## src/rtl/ppc_pkg.sv

```systemverilog
`timescale 1ns / 1ps
// Package for the prime/perfect classifier: widths, result structs of the
// serial divider and multiplier. No dependencies.
package ppc_pkg;

  localparam int VALUE_BITS = 32;
  localparam int IN_W       = 32;
  localparam int NUM_W      = (VALUE_BITS < IN_W) ? VALUE_BITS : IN_W;
  localparam int DIV_W      = NUM_W / 2 + 1;
  localparam int SQ_W       = NUM_W + 2;
  localparam int SUM_W      = 40;
  localparam int CNT_W      = 32;
  localparam int WIDE_W     = 64;
  localparam int STEP_W     = $clog2(NUM_W + 1);

  typedef struct packed {
    logic             done;
    logic             rem_zero;
    logic [NUM_W-1:0] quo;
  } div_res_t;

  typedef struct packed {
    logic              done;
    logic              ovf;
    logic [WIDE_W-1:0] prod;
  } mul_res_t;

endpackage

```

## src/rtl/ppc_in_if.sv

```systemverilog
`timescale 1ns / 1ps
// Input channel of the classifier: valid/ready plus the number and clear flag.
// Depends on ppc_pkg.
interface ppc_in_if import ppc_pkg::*; ();
  logic            valid;
  logic            ready;
  logic [IN_W-1:0] value;
  logic            clear_stats;

  modport source (output valid, value, clear_stats, input ready);
  modport sink   (input valid, value, clear_stats, output ready);
endinterface

```

## src/rtl/ppc_out_if.sv

```systemverilog
`timescale 1ns / 1ps
// Result channel of the classifier: valid/ready plus flags and statistics.
// Depends on ppc_pkg.
interface ppc_out_if import ppc_pkg::*; ();
  logic              valid;
  logic              ready;
  logic              is_prime;
  logic              is_perfect;
  logic [CNT_W-1:0]  prime_count;
  logic [WIDE_W-1:0] prime_product;
  logic              product_overflow;
  logic [CNT_W-1:0]  perfect_count;
  logic [WIDE_W-1:0] perfect_sum;

  modport source (output valid, is_prime, is_perfect, prime_count, prime_product,
                  product_overflow, perfect_count, perfect_sum, input ready);
  modport sink   (input valid, is_prime, is_perfect, prime_count, prime_product,
                  product_overflow, perfect_count, perfect_sum, output ready);
endinterface

```

## src/rtl/ppc_div.sv

```systemverilog
`timescale 1ns / 1ps
// Bit-serial restoring divider: one quotient bit per cycle.
// Depends on ppc_pkg.
module ppc_div import ppc_pkg::*; (
  input  logic             clk,
  input  logic             rst_n,
  input  logic             start,
  input  logic [NUM_W-1:0] dividend,
  input  logic [DIV_W-1:0] divisor,
  output div_res_t         res
);

  logic              busy_r, busy_nxt;
  logic              done_r, done_nxt;
  logic [STEP_W-1:0] step_r, step_nxt;
  logic [NUM_W-1:0]  quo_r, quo_nxt;
  logic [DIV_W-1:0]  rem_r, rem_nxt;
  logic [DIV_W-1:0]  dsr_r, dsr_nxt;
  logic [DIV_W:0]    trial;
  logic [DIV_W-1:0]  diff;
  logic              fits;

  assign trial = {rem_r, quo_r[NUM_W-1]};
  assign diff  = trial[DIV_W-1:0] - dsr_r;
  assign fits  = trial >= {1'b0, dsr_r};

  always_comb begin
    busy_nxt = busy_r;
    done_nxt = 1'b0;
    step_nxt = step_r;
    quo_nxt  = quo_r;
    rem_nxt  = rem_r;
    dsr_nxt  = dsr_r;
    if (start) begin
      busy_nxt = 1'b1;
      step_nxt = '0;
      quo_nxt  = dividend;
      rem_nxt  = '0;
      dsr_nxt  = divisor;
    end else if (busy_r) begin
      quo_nxt  = {quo_r[NUM_W-2:0], fits};
      rem_nxt  = fits ? diff : trial[DIV_W-1:0];
      step_nxt = step_r + STEP_W'(1);
      if (step_r == STEP_W'(NUM_W - 1)) begin
        busy_nxt = 1'b0;
        done_nxt = 1'b1;
      end
    end
  end

  always_ff @(posedge clk) begin
    if (!rst_n) begin
      busy_r <= 1'b0;
      done_r <= 1'b0;
      step_r <= '0;
    end else begin
      busy_r <= busy_nxt;
      done_r <= done_nxt;
      step_r <= step_nxt;
    end
  end

  always_ff @(posedge clk) begin
    quo_r <= quo_nxt;
    rem_r <= rem_nxt;
    dsr_r <= dsr_nxt;
  end

  assign res.done     = done_r;
  assign res.rem_zero = (rem_r == '0);
  assign res.quo      = quo_r;

endmodule

```

## src/rtl/ppc_mul.sv

```systemverilog
`timescale 1ns / 1ps
// Bit-serial shift-add multiplier, WIDE_W x NUM_W, one multiplier bit per cycle.
// Reports the low WIDE_W product bits and overflow. Depends on ppc_pkg.
module ppc_mul import ppc_pkg::*; (
  input  logic              clk,
  input  logic              rst_n,
  input  logic              start,
  input  logic [WIDE_W-1:0] mcand,
  input  logic [NUM_W-1:0]  mplier,
  output mul_res_t          res
);

  logic              busy_r, busy_nxt;
  logic              done_r, done_nxt;
  logic [STEP_W-1:0] step_r, step_nxt;
  logic [WIDE_W-1:0] a_r, a_nxt;
  logic [WIDE_W-1:0] hi_r, hi_nxt;
  logic [NUM_W-1:0]  lo_r, lo_nxt;
  logic [WIDE_W:0]   add;

  assign add = {1'b0, hi_r} + (lo_r[0] ? {1'b0, a_r} : '0);

  always_comb begin
    busy_nxt = busy_r;
    done_nxt = 1'b0;
    step_nxt = step_r;
    a_nxt    = a_r;
    hi_nxt   = hi_r;
    lo_nxt   = lo_r;
    if (start) begin
      busy_nxt = 1'b1;
      step_nxt = '0;
      a_nxt    = mcand;
      hi_nxt   = '0;
      lo_nxt   = mplier;
    end else if (busy_r) begin
      hi_nxt   = add[WIDE_W:1];
      lo_nxt   = {add[0], lo_r[NUM_W-1:1]};
      step_nxt = step_r + STEP_W'(1);
      if (step_r == STEP_W'(NUM_W - 1)) begin
        busy_nxt = 1'b0;
        done_nxt = 1'b1;
      end
    end
  end

  always_ff @(posedge clk) begin
    if (!rst_n) begin
      busy_r <= 1'b0;
      done_r <= 1'b0;
      step_r <= '0;
    end else begin
      busy_r <= busy_nxt;
      done_r <= done_nxt;
      step_r <= step_nxt;
    end
  end

  always_ff @(posedge clk) begin
    a_r  <= a_nxt;
    hi_r <= hi_nxt;
    lo_r <= lo_nxt;
  end

  assign res.done = done_r;
  assign res.ovf  = |hi_r[WIDE_W-1:WIDE_W-NUM_W];
  assign res.prod = {hi_r[WIDE_W-NUM_W-1:0], lo_r};

endmodule

```

## src/rtl/prime_perfect_classifier.sv

```systemverilog
`timescale 1ns / 1ps
// Channel  Dir  Handshake          Payload
// in_ch    in   valid/ready        value[31:0], clear_stats
// out_ch   out  valid/ready        is_prime, is_perfect, prime_count, prime_product,
//                                  product_overflow, perfect_count, perfect_sum
// One item at a time. Trial divisors d = 2.. while d*d <= value, each through the
// serial divider; a prime then goes through the serial multiplier unless the
// product is already saturated. Reset: counts and sum 0, product 1, no overflow.
// A held result does not block the next item; finishing waits for out_ch to drain.
// Top level: FSM, divisor loop, statistics. Depends on ppc_pkg, ppc_in_if,
// ppc_out_if, ppc_div, ppc_mul.
module prime_perfect_classifier import ppc_pkg::*; (
  input  logic             clk,
  input  logic             rst_n,
  ppc_in_if.sink           in_ch,
  ppc_out_if.source        out_ch
);

  typedef enum logic [5:0] {
    S_IDLE = 6'b000001,
    S_LOOP = 6'b000010,
    S_DIV  = 6'b000100,
    S_POST = 6'b001000,
    S_MUL  = 6'b010000,
    S_DONE = 6'b100000
  } state_t;

  state_t            state_r, state_nxt;
  logic [NUM_W-1:0]  n_r, n_nxt;
  logic [DIV_W-1:0]  d_r, d_nxt;
  logic [SQ_W-1:0]   sq_r, sq_nxt;
  logic [SUM_W-1:0]  sum_r, sum_nxt;
  logic              found_r, found_nxt;
  logic              prime_r, prime_nxt;
  logic              perfect_r, perfect_nxt;
  logic [CNT_W-1:0]  primes_seen_r, primes_seen_nxt;
  logic [WIDE_W-1:0] prime_prod_r, prime_prod_nxt;
  logic              prod_sat_r, prod_sat_nxt;
  logic [CNT_W-1:0]  perfects_seen_r, perfects_seen_nxt;
  logic [WIDE_W-1:0] perfect_total_r, perfect_total_nxt;
  logic              out_valid_r, out_valid_nxt;

  logic              o_prime_r, o_perfect_r, o_sat_r;
  logic [CNT_W-1:0]  o_pcount_r, o_fcount_r;
  logic [WIDE_W-1:0] o_prod_r, o_total_r;

  logic              in_fire, out_fire, load_out;
  logic              loop_end, div_start, mul_start;
  logic              prime_w, perfect_w;
  logic [NUM_W-1:0]  in_num;
  logic [WIDE_W:0]   total_add;
  div_res_t          div_res;
  mul_res_t          mul_res;

  assign in_num    = in_ch.value[NUM_W-1:0];
  assign in_ch.ready = (state_r == S_IDLE);
  assign in_fire   = in_ch.valid && in_ch.ready;
  assign out_fire  = out_valid_r && out_ch.ready;

  assign loop_end  = (n_r < NUM_W'(2)) || (sq_r > SQ_W'(n_r));
  assign div_start = (state_r == S_LOOP) && !loop_end;
  assign prime_w   = (n_r >= NUM_W'(2)) && !found_r;
  assign perfect_w = (n_r != '0) && (sum_r == SUM_W'(n_r));
  assign mul_start = (state_r == S_POST) && prime_w && !prod_sat_r;
  assign total_add = {1'b0, perfect_total_r} + (WIDE_W + 1)'(n_r);

  ppc_div u_div (
    .clk      (clk),
    .rst_n    (rst_n),
    .start    (div_start),
    .dividend (n_r),
    .divisor  (d_r),
    .res      (div_res)
  );

  ppc_mul u_mul (
    .clk    (clk),
    .rst_n  (rst_n),
    .start  (mul_start),
    .mcand  (prime_prod_r),
    .mplier (n_r),
    .res    (mul_res)
  );

  always_comb begin
    state_nxt         = state_r;
    n_nxt             = n_r;
    d_nxt             = d_r;
    sq_nxt            = sq_r;
    sum_nxt           = sum_r;
    found_nxt         = found_r;
    prime_nxt         = prime_r;
    perfect_nxt       = perfect_r;
    primes_seen_nxt   = primes_seen_r;
    prime_prod_nxt    = prime_prod_r;
    prod_sat_nxt      = prod_sat_r;
    perfects_seen_nxt = perfects_seen_r;
    perfect_total_nxt = perfect_total_r;
    load_out          = 1'b0;
    case (state_r)
      S_IDLE: begin
        if (in_fire) begin
          n_nxt     = in_num;
          d_nxt     = DIV_W'(2);
          sq_nxt    = SQ_W'(4);
          sum_nxt   = (in_num >= NUM_W'(2)) ? SUM_W'(1) : '0;
          found_nxt = 1'b0;
          if (in_ch.clear_stats) begin
            primes_seen_nxt   = '0;
            prime_prod_nxt    = WIDE_W'(1);
            prod_sat_nxt      = 1'b0;
            perfects_seen_nxt = '0;
            perfect_total_nxt = '0;
          end
          state_nxt = S_LOOP;
        end
      end
      S_LOOP: begin
        state_nxt = loop_end ? S_POST : S_DIV;
      end
      S_DIV: begin
        if (div_res.done) begin
          if (div_res.rem_zero) begin
            found_nxt = 1'b1;
            sum_nxt   = sum_r + SUM_W'(d_r) +
                        ((div_res.quo != NUM_W'(d_r)) ? SUM_W'(div_res.quo) : '0);
          end
          d_nxt     = d_r + DIV_W'(1);
          sq_nxt    = sq_r + SQ_W'({d_r, 1'b1});
          state_nxt = S_LOOP;
        end
      end
      S_POST: begin
        prime_nxt   = prime_w;
        perfect_nxt = perfect_w;
        state_nxt   = S_DONE;
        if (prime_w) begin
          if (primes_seen_r != '1) primes_seen_nxt = primes_seen_r + CNT_W'(1);
          if (prod_sat_r) prime_prod_nxt = '1;
          else state_nxt = S_MUL;
        end
        if (perfect_w) begin
          if (perfects_seen_r != '1) perfects_seen_nxt = perfects_seen_r + CNT_W'(1);
          perfect_total_nxt = total_add[WIDE_W] ? '1 : total_add[WIDE_W-1:0];
        end
      end
      S_MUL: begin
        if (mul_res.done) begin
          if (mul_res.ovf) begin
            prime_prod_nxt = '1;
            prod_sat_nxt   = 1'b1;
          end else begin
            prime_prod_nxt = mul_res.prod;
          end
          state_nxt = S_DONE;
        end
      end
      S_DONE: begin
        if (!out_valid_r || out_ch.ready) begin
          load_out  = 1'b1;
          state_nxt = S_IDLE;
        end
      end
      default: state_nxt = S_IDLE;
    endcase
  end

  assign out_valid_nxt = load_out ? 1'b1 : (out_fire ? 1'b0 : out_valid_r);

  always_ff @(posedge clk) begin
    if (!rst_n) begin
      state_r         <= S_IDLE;
      d_r             <= '0;
      sum_r           <= '0;
      found_r         <= 1'b0;
      primes_seen_r   <= '0;
      prime_prod_r    <= WIDE_W'(1);
      prod_sat_r      <= 1'b0;
      perfects_seen_r <= '0;
      perfect_total_r <= '0;
      out_valid_r     <= 1'b0;
    end else begin
      state_r         <= state_nxt;
      d_r             <= d_nxt;
      sum_r           <= sum_nxt;
      found_r         <= found_nxt;
      primes_seen_r   <= primes_seen_nxt;
      prime_prod_r    <= prime_prod_nxt;
      prod_sat_r      <= prod_sat_nxt;
      perfects_seen_r <= perfects_seen_nxt;
      perfect_total_r <= perfect_total_nxt;
      out_valid_r     <= out_valid_nxt;
    end
  end

  always_ff @(posedge clk) begin
    n_r       <= n_nxt;
    sq_r      <= sq_nxt;
    prime_r   <= prime_nxt;
    perfect_r <= perfect_nxt;
    if (load_out) begin
      o_prime_r   <= prime_r;
      o_perfect_r <= perfect_r;
      o_pcount_r  <= primes_seen_r;
      o_prod_r    <= prime_prod_r;
      o_sat_r     <= prod_sat_r;
      o_fcount_r  <= perfects_seen_r;
      o_total_r   <= perfect_total_r;
    end
  end

  assign out_ch.valid            = out_valid_r;
  assign out_ch.is_prime         = o_prime_r;
  assign out_ch.is_perfect       = o_perfect_r;
  assign out_ch.prime_count      = o_pcount_r;
  assign out_ch.prime_product    = o_prod_r;
  assign out_ch.product_overflow = o_sat_r;
  assign out_ch.perfect_count    = o_fcount_r;
  assign out_ch.perfect_sum      = o_total_r;

  a_sat_holds_max: assert property (@(posedge clk) disable iff (!rst_n)
    prod_sat_r |-> (prime_prod_r == '1))
    else $error("saturated product not at maximum");

  a_mul_only_prime: assert property (@(posedge clk) disable iff (!rst_n)
    mul_start |-> (n_r >= NUM_W'(2)) && !found_r)
    else $error("multiply started for a non-prime");

  a_div_in_range: assert property (@(posedge clk) disable iff (!rst_n)
    div_start |-> (d_r >= DIV_W'(2)) && (sq_r <= SQ_W'(n_r)))
    else $error("trial divisor out of range");

  a_not_both: assert property (@(posedge clk) disable iff (!rst_n)
    out_valid_r |-> !(o_prime_r && o_perfect_r))
    else $error("item flagged prime and perfect");

  a_load_clean: assert property (@(posedge clk) disable iff (!rst_n)
    load_out |=> out_valid_r && (state_r == S_IDLE))
    else $error("result load lost");

endmodule

```

## src/flat_wrapper.sv

```systemverilog
// flat-port wrapper written by rule: the top's interface ports become plain ports
module prime_perfect_classifier_flat import ppc_pkg::*;
  (clk, rst_n, in_ch_valid, in_ch_value, in_ch_clear_stats, in_ch_ready, out_ch_valid, out_ch_is_prime, out_ch_is_perfect, out_ch_prime_count, out_ch_prime_product, out_ch_product_overflow, out_ch_perfect_count, out_ch_perfect_sum, out_ch_ready);
  ppc_in_if in_ch_i ();
  ppc_out_if out_ch_i ();
  input  logic clk;
  input  logic rst_n;
  input wire logic [$bits(in_ch_i.valid)-1:0] in_ch_valid;
  input wire logic [$bits(in_ch_i.value)-1:0] in_ch_value;
  input wire logic [$bits(in_ch_i.clear_stats)-1:0] in_ch_clear_stats;
  output wire logic [$bits(in_ch_i.ready)-1:0] in_ch_ready;
  output wire logic [$bits(out_ch_i.valid)-1:0] out_ch_valid;
  output wire logic [$bits(out_ch_i.is_prime)-1:0] out_ch_is_prime;
  output wire logic [$bits(out_ch_i.is_perfect)-1:0] out_ch_is_perfect;
  output wire logic [$bits(out_ch_i.prime_count)-1:0] out_ch_prime_count;
  output wire logic [$bits(out_ch_i.prime_product)-1:0] out_ch_prime_product;
  output wire logic [$bits(out_ch_i.product_overflow)-1:0] out_ch_product_overflow;
  output wire logic [$bits(out_ch_i.perfect_count)-1:0] out_ch_perfect_count;
  output wire logic [$bits(out_ch_i.perfect_sum)-1:0] out_ch_perfect_sum;
  input wire logic [$bits(out_ch_i.ready)-1:0] out_ch_ready;
  assign in_ch_i.valid = in_ch_valid;
  assign in_ch_i.value = in_ch_value;
  assign in_ch_i.clear_stats = in_ch_clear_stats;
  assign in_ch_ready = in_ch_i.ready;
  assign out_ch_valid = out_ch_i.valid;
  assign out_ch_is_prime = out_ch_i.is_prime;
  assign out_ch_is_perfect = out_ch_i.is_perfect;
  assign out_ch_prime_count = out_ch_i.prime_count;
  assign out_ch_prime_product = out_ch_i.prime_product;
  assign out_ch_product_overflow = out_ch_i.product_overflow;
  assign out_ch_perfect_count = out_ch_i.perfect_count;
  assign out_ch_perfect_sum = out_ch_i.perfect_sum;
  assign out_ch_i.ready = out_ch_ready;
  prime_perfect_classifier u_core (.clk(clk), .rst_n(rst_n), .in_ch(in_ch_i), .out_ch(out_ch_i));
endmodule
```

## config.mk

```make
export PLATFORM = sky130hd
export DESIGN_NAME = prime_perfect_classifier_flat
export DESIGN_NICKNAME = d
export VERILOG_FILES = /design/src/rtl/ppc_pkg.sv /design/src/rtl/ppc_in_if.sv /design/src/rtl/ppc_out_if.sv /design/src/rtl/ppc_div.sv /design/src/rtl/ppc_mul.sv /design/src/rtl/prime_perfect_classifier.sv /design/src/flat_wrapper.sv
export SDC_FILE = /design/constraint.sdc
export NUM_CORES = 2
export LEC_CHECK = 0
export BUFFER_PORTS_ARGS = -buffer_cell sky130_fd_sc_hd__buf_2
export CAP_MARGIN = 5
export CORE_MARGIN = 5
export CORE_UTILIZATION = 55
export DETAILED_ROUTE_END_ITERATION = 10
export GPL_TIMING_DRIVEN = 0
export PLACE_DENSITY = 0.7
export SYNTH_ARGS = -nofsm -noshare
export SYNTH_HDL_FRONTEND = slang
export SYNTH_SLANG_ARGS = --single-unit
```

## constraint.sdc

```tcl
create_clock -name clk -period 22.4 [get_ports clk]
set_input_delay 5.6 -clock clk [delete_from_list [all_inputs] [get_ports clk]]
set_output_delay 5.6 -clock clk [all_outputs]
set_load 0.02 [all_outputs]
```

# After elaboration in Yosys (flattened, before gate mapping)
# Cells that the tools add are included.
dict set report word_totals {
  regBits 763
  inputBits 37
  word_cells 179
}
dict set report op_classes {
  add_sub_neg 11
  magnitude_cmp 5
  eq_ne 24
  n_mux 67
  bitwise 3
  reduce_logical 36
}
# operator n
set op_table {}
lappend op_table {{2-to-1 mux 64 bit} 11}
lappend op_table {{2-to-1 mux 32 bit} 11}
lappend op_table {{one-hot mux 64 bit (3 select lines)} 1}
lappend op_table {{one-hot mux 32 bit (2 select lines)} 2}
lappend op_table {{one-hot mux 64 bit (2 select lines)} 1}
lappend op_table {{2-to-1 mux 40 bit} 3}
lappend op_table {{one-hot mux 40 bit (2 select lines)} 1}
lappend op_table {{2-to-1 mux 34 bit} 2}
lappend op_table {{one-hot mux 34 bit (2 select lines)} 1}
lappend op_table {{adder 64 x 32 -> 65 bit} 1}
lappend op_table {{adder 64 x 65 -> 65 bit} 1}
lappend op_table {{adder 32 x 1 -> 32 bit, second input constant} 2}
lappend op_table {{>= comparator 32 x 2 -> 1 bit, second input constant} 2}
lappend op_table {{!= test 32 bit, second input constant} 2}
lappend op_table {{2-to-1 mux 17 bit} 3}
lappend op_table {{adder 40 x 17 -> 40 bit} 1}
lappend op_table {{adder 40 bit} 1}
lappend op_table {{== test 40 x 32 -> 1 bit} 1}
lappend op_table {{2-to-1 mux 6 bit} 6}
lappend op_table {{one-hot mux 6 bit (6 select lines)} 1}
lappend op_table {{adder 34 x 18 -> 34 bit} 1}
lappend op_table {{> comparator 34 x 32 -> 1 bit} 1}
lappend op_table {{one-hot mux 17 bit (2 select lines)} 1}
lappend op_table {{< comparator 32 x 2 -> 1 bit, second input constant} 1}
lappend op_table {{other kinds (32)} 88}

# Logic depth before layout (Yosys ltp)
dict set report depth {
  ltp_word 6
  depth_mapped 20
  mapped_depth_nobuf 19
}

# Modules after synthesis
# From an unflattened synthesis, not the netlist that was laid out.
dict set report hier_totals {
  hier_cells 3936
  area_unflattened_um2 40112.2
}
# module instances cells_per_inst area_per_inst_um2
set modules_own_cells {}
lappend modules_own_cells {prime_perfect_classifier 1 2548 25859.8}
lappend modules_own_cells {ppc_mul 1 1032 10253.6}
lappend modules_own_cells {ppc_div 1 356 3998.8}

# Least setup slack after synthesis
# Ideal clock, no wire load.
dict set report synth_timing {
  kind {input to register}
  from {in out_ch_ready}
  to {reg u_core.o_perfect_r, in the netlist u_core.out_ch.is_perfect (enable)}
  setup_time_ns 0.775
  arrival_ns 14.293
  required_ns 21.625
  setup_slack_ns 7.333
  cell_stages 2
  cell_sequence {nand2b_1 -> nor2b_1}
}
dict set report synth_between {
  elab_chain_cells 3
}
# item line
set synth_lines {}
lappend synth_lines {{start, declared} flat_wrapper.sv:20} ;# input wire logic [$bits(out_ch_i.ready)-1:0] out_ch_ready;
lappend synth_lines {{logical OR 1 bit} prime_perfect_classifier.sv:159} ;# if (!out_valid_r || out_ch.ready) begin
lappend synth_lines {{2-to-1 mux 1 bit} prime_perfect_classifier.sv:159}
lappend synth_lines {{2-to-1 mux 1 bit} prime_perfect_classifier.sv:100} ;# case (state_r)
lappend synth_lines {{named net u_core.load_out} prime_perfect_classifier.sv:47} ;# logic in_fire, out_fire, load_out;
lappend synth_lines {{end signal, assigned} prime_perfect_classifier.sv:203} ;# o_perfect_r <= perfect_r;
lappend synth_lines {{end, declared} prime_perfect_classifier.sv:43} ;# logic o_prime_r, o_perfect_r, o_sat_r;
# The timed path passes the listed nets, and every way through them passes these cells.
# A chain may end at the register's enable or synchronous reset.

# Final worst setup path
dict set report layout_timing {
  from {in in_ch_valid}
  to {reg u_core.d_r[14]}
}
dict set report layout_between {
  elab_chain_cells 3
}
# item line
set layout_lines {}
lappend layout_lines {{start, declared} flat_wrapper.sv:8} ;# input wire logic [$bits(in_ch_i.valid)-1:0] in_ch_valid;
lappend layout_lines {{logical AND 1 bit} prime_perfect_classifier.sv:57} ;# assign in_fire = in_ch.valid && in_ch.ready;
lappend layout_lines {{!= test 2 bit (no source line)} -}
lappend layout_lines {{AND reduction 3 bit (no source line)} -}
lappend layout_lines {{end signal, assigned} prime_perfect_classifier.sv:184} ;# d_r <= d_nxt;
lappend layout_lines {{end, declared} prime_perfect_classifier.sv:30} ;# logic [DIV_W-1:0] d_r, d_nxt;
# Every way passes these cells.

==> run summary <==
largest net degree at the start of global routing: 42
layout cells sized above 1: 10.4%
Detail Route Antenna Nets: 0
die height: 277 um
Layout area overhead: 14.0%
setup TNS: 0 ps
number of buffers created by CTS: 83
maximum vdd ir drop: 0.0644 mV
fill count: 5926
1st-iter DRT viols: 2686
RSZ-0062 raised after global routing: false
Hold Worst Slack: 436 ps
final cell count without fillers: 5296
post-CTS setup buffer count: 0
Power Density: 103 nW/um^2
CP arrival: 8350 ps
Clock transition at path regs: 60 ps
CTS tree: yes
CTS Hold Bufs: 0
worst-path maximum fanout: 19
CTS Root Cell: clkbuf_16
endpoints failing setup: 0
drc violations: 0
core area: 71100 um^2
status: finished, final reports clean
achievable frequency: 128 MHz
Routed WL: 114 mm
CP Data Required Time: 22910 ps
Synth warnings: 0
Port Buf Inserts: 232
top_reg_cell synth: edfxtp_1
final count of hold timing violations: 0
Setup CP Type: primary input to flop
Final nets: 4546
clock buffer depth: 3
first-pass GRT wire length: 174 mm
synthesized cell area: 39300 um^2
max_slew headroom: 17.4%
vias in the first global route: 29800
period utilisation layout: 35.0%
crit path launch type: primary input
initial antenna violation count: 5
LEAKAGE: 17.2 nW
GP Congestion: 0.984
Slew Viols, Final: 0
most frequent CP cell: nor2_1
Max-Cap Viols: 0
area of the die: 76900 um^2
Initial Utilization: 55.2%
commonest cells after routing, fill and taps aside: 408 x edfxtp_1, 361 x nand2_1, 355 x dfxtp_1
#FFs+latches synth: 763
Cell Rows: 98
dpl cells: 5137
CP Capture Type: flop
Hold Crit Class: flop to flop
register area share after synthesis: 49.3%
CP cell instances: buf_2 -> o21ai_0 -> a21oi_4 -> a21oi_1 -> and2_1 -> nor2_1 -> clkbuf_1 -> nor2_1
asr flop ratio synth: 0%
commonest non-fill, non-tap cell in the layout: edfxtp_1
Worst Clk Skew: 28.6 ps
worst-margin pin slew: 1230 ps
Ports: 234
First-pass DRT Iterations: 6
DP HPWL: 85.6 mm
syn avg cell area: 9.95 um^2
routed vias/inst: 5.94
clk sinks: 763
CP max-delay cell: a21oi_4
Distinct cells, synth: 93
clk_lat worst skew: 660 ps
Net Count, Synth: 4220
number of synthesized flops with an enable pin: 408
CTS H-tree lvls: 3
WL/cell: 21.5 um
total global routing overflow: 0
Via Count: 31500
GRT Overall Usage: 28.5%
Cells after Synth: 3947
CP max stage delay: 710 ps
Final min period: 7840 ps
Resized Gates After CTS: 0
Die W: 277 um
through the flow:
| stage | util, % | power (mW) | worst slack (ps) | area, um^2 |
|---|---|---|---|---|
| global placement | 58.5 | 3.15 | 2940 | 41600 |
| finish | 62.9 | 4.62 | 14560 | 44800 |
| detailed placement | 58.8 | 3.17 | 13910 | 41800 |
| CTS | 62.9 | 4.61 | 14550 | 44700 |
| global route | 62.9 | 4.85 | 14390 | 44800 |
| floorplan | - | 2.77 | 7330 | 39300 |
cells in the mapped netlist (7+ instances only):
| master | count | area [um^2] |
|---|---|---|
| a211oi_1 | 42 | 315 |
| a21boi_0 | 7 | 52.6 |
| a21o_1 | 109 | 818 |
| a21oi_1 | 288 | 1440 |
| a22o_1 | 9 | 78.8 |
| a22oi_1 | 21 | 158 |
| a31oi_1 | 35 | 219 |
| and2_1 | 99 | 619 |
| and3_1 | 49 | 307 |
| and4_1 | 13 | 114 |
| buf_1 | 8 | 30.0 |
| buf_2 | 12 | 60.1 |
| clkbuf_1 | 159 | 597 |
| dfxtp_1 | 355 | 7110 |
| edfxtp_1 | 408 | 12300 |
| fa_1 | 22 | 440 |
| ha_1 | 214 | 2680 |
| inv_1 | 123 | 462 |
| mux2i_1 | 49 | 490 |
| nand2_1 | 361 | 1360 |
| nand2b_1 | 22 | 138 |
| nand3_1 | 102 | 510 |
| nand3b_1 | 11 | 82.6 |
| nand4_1 | 83 | 519 |
| nor2_1 | 322 | 1210 |
| nor2b_1 | 34 | 213 |
| nor3_1 | 83 | 415 |
| nor3b_1 | 8 | 60.1 |
| nor4_1 | 51 | 319 |
| o211ai_1 | 22 | 165 |
| o21a_1 | 20 | 150 |
| o21ai_0 | 300 | 1500 |
| o21ai_1 | 10 | 50.1 |
| o21bai_1 | 21 | 158 |
| o31a_1 | 7 | 61.3 |
| o31ai_1 | 19 | 143 |
| or2_2 | 13 | 81.3 |
| or3_1 | 22 | 138 |
| or4_1 | 11 | 82.6 |
| xnor2_1 | 144 | 1260 |
| xor2_1 | 126 | 1100 |
path summary, 6_finish.rpt:
path / start / end / slack [ps] / cells after the start
worst min register to register: u_core.perfects_seen_r[15]$_SDFFE_PN0P_ / u_core.out_ch.perfect_count[15]$_DFFE_PP_ / 440 / 0
worst max-delay path: in_ch_valid / u_core.d_r[14]$_SDFFE_PN0P_ / 14560 / 8
worst max register to register: u_core.d_r[13]$_SDFFE_PN0P_ / u_core.sum_r[37]$_SDFFE_PN0P_ / 16550 / 19
worst min-delay path: u_core.perfects_seen_r[15]$_SDFFE_PN0P_ / u_core.out_ch.perfect_count[15]$_DFFE_PP_ / 440 / 0
where the power goes:
group | internal (mW) | switching [mW] | leakage, nW
registers | 1.65 | 0.171 | 6.55
logic | 0.503 | 0.844 | 9.23
clock network | 0.850 | 0.598 | 1.41
cell families (layout without fill, tap and decap cells):
kind of cell / after synthesis / after routing / share of synthesized area [%]
mux: 53 / 53 / 1.36
xor+xnor: 270 / 270 / 6.02
simple gates: 1313 / 1313 / 16.4
buf+inv: 308 / 705 / 3.06
other cells: 0 / 2 / 0
flops: 763 / 763 / 49.3
fa+ha+maj: 236 / 236 / 7.94
compound gates: 1004 / 1004 / 15.9
area by class of cell:
cell class	instances	area (um^2)	share of cell area, %
flip-flops and latches	763	19400	43.3
multi-input cells	2876	18700	41.9
clock buffers	107	2250	5.02
repair buffers	241	1340	3.00
well taps	950	1190	2.66
plain buffers	185	741	1.66
clock inverters	49	676	1.51
inverters	123	462	1.03
diodes	2	5.00	0.0112
per-layer routing:
metal | vias to the layer above | share of wire, % | GRT usage (%)
li1 | 15100 | - | -
met1 | 15000 | 43 | 39.2
met2 | 1130 | 46 | 46.0
met3 | 231 | 6.9 | 4.09
met4 | 0 | 4.3 | 10.8
met5 | - | 0 | 0
worst max-delay path: cells and delay by family:
family	cells	cell delay, ps
AOI/OAI and AO/OA	3	1320
and+or+nand+nor	3	880
buffers and inverters	2	530
flip-flops by register name, summed over array words and instances (netlist names), 34 cells and up:
name	cells
u_core.out_ch.prime_product	64
u_core.u_mul.a_r	64
u_core.u_mul.hi_r	64
u_core.sum_r	40
u_core.perfect_total_r	64
u_core.sq_r	34
u_core.prime_prod_r	64
u_core.out_ch.perfect_sum	64
(Power assumes the default switching activity.)
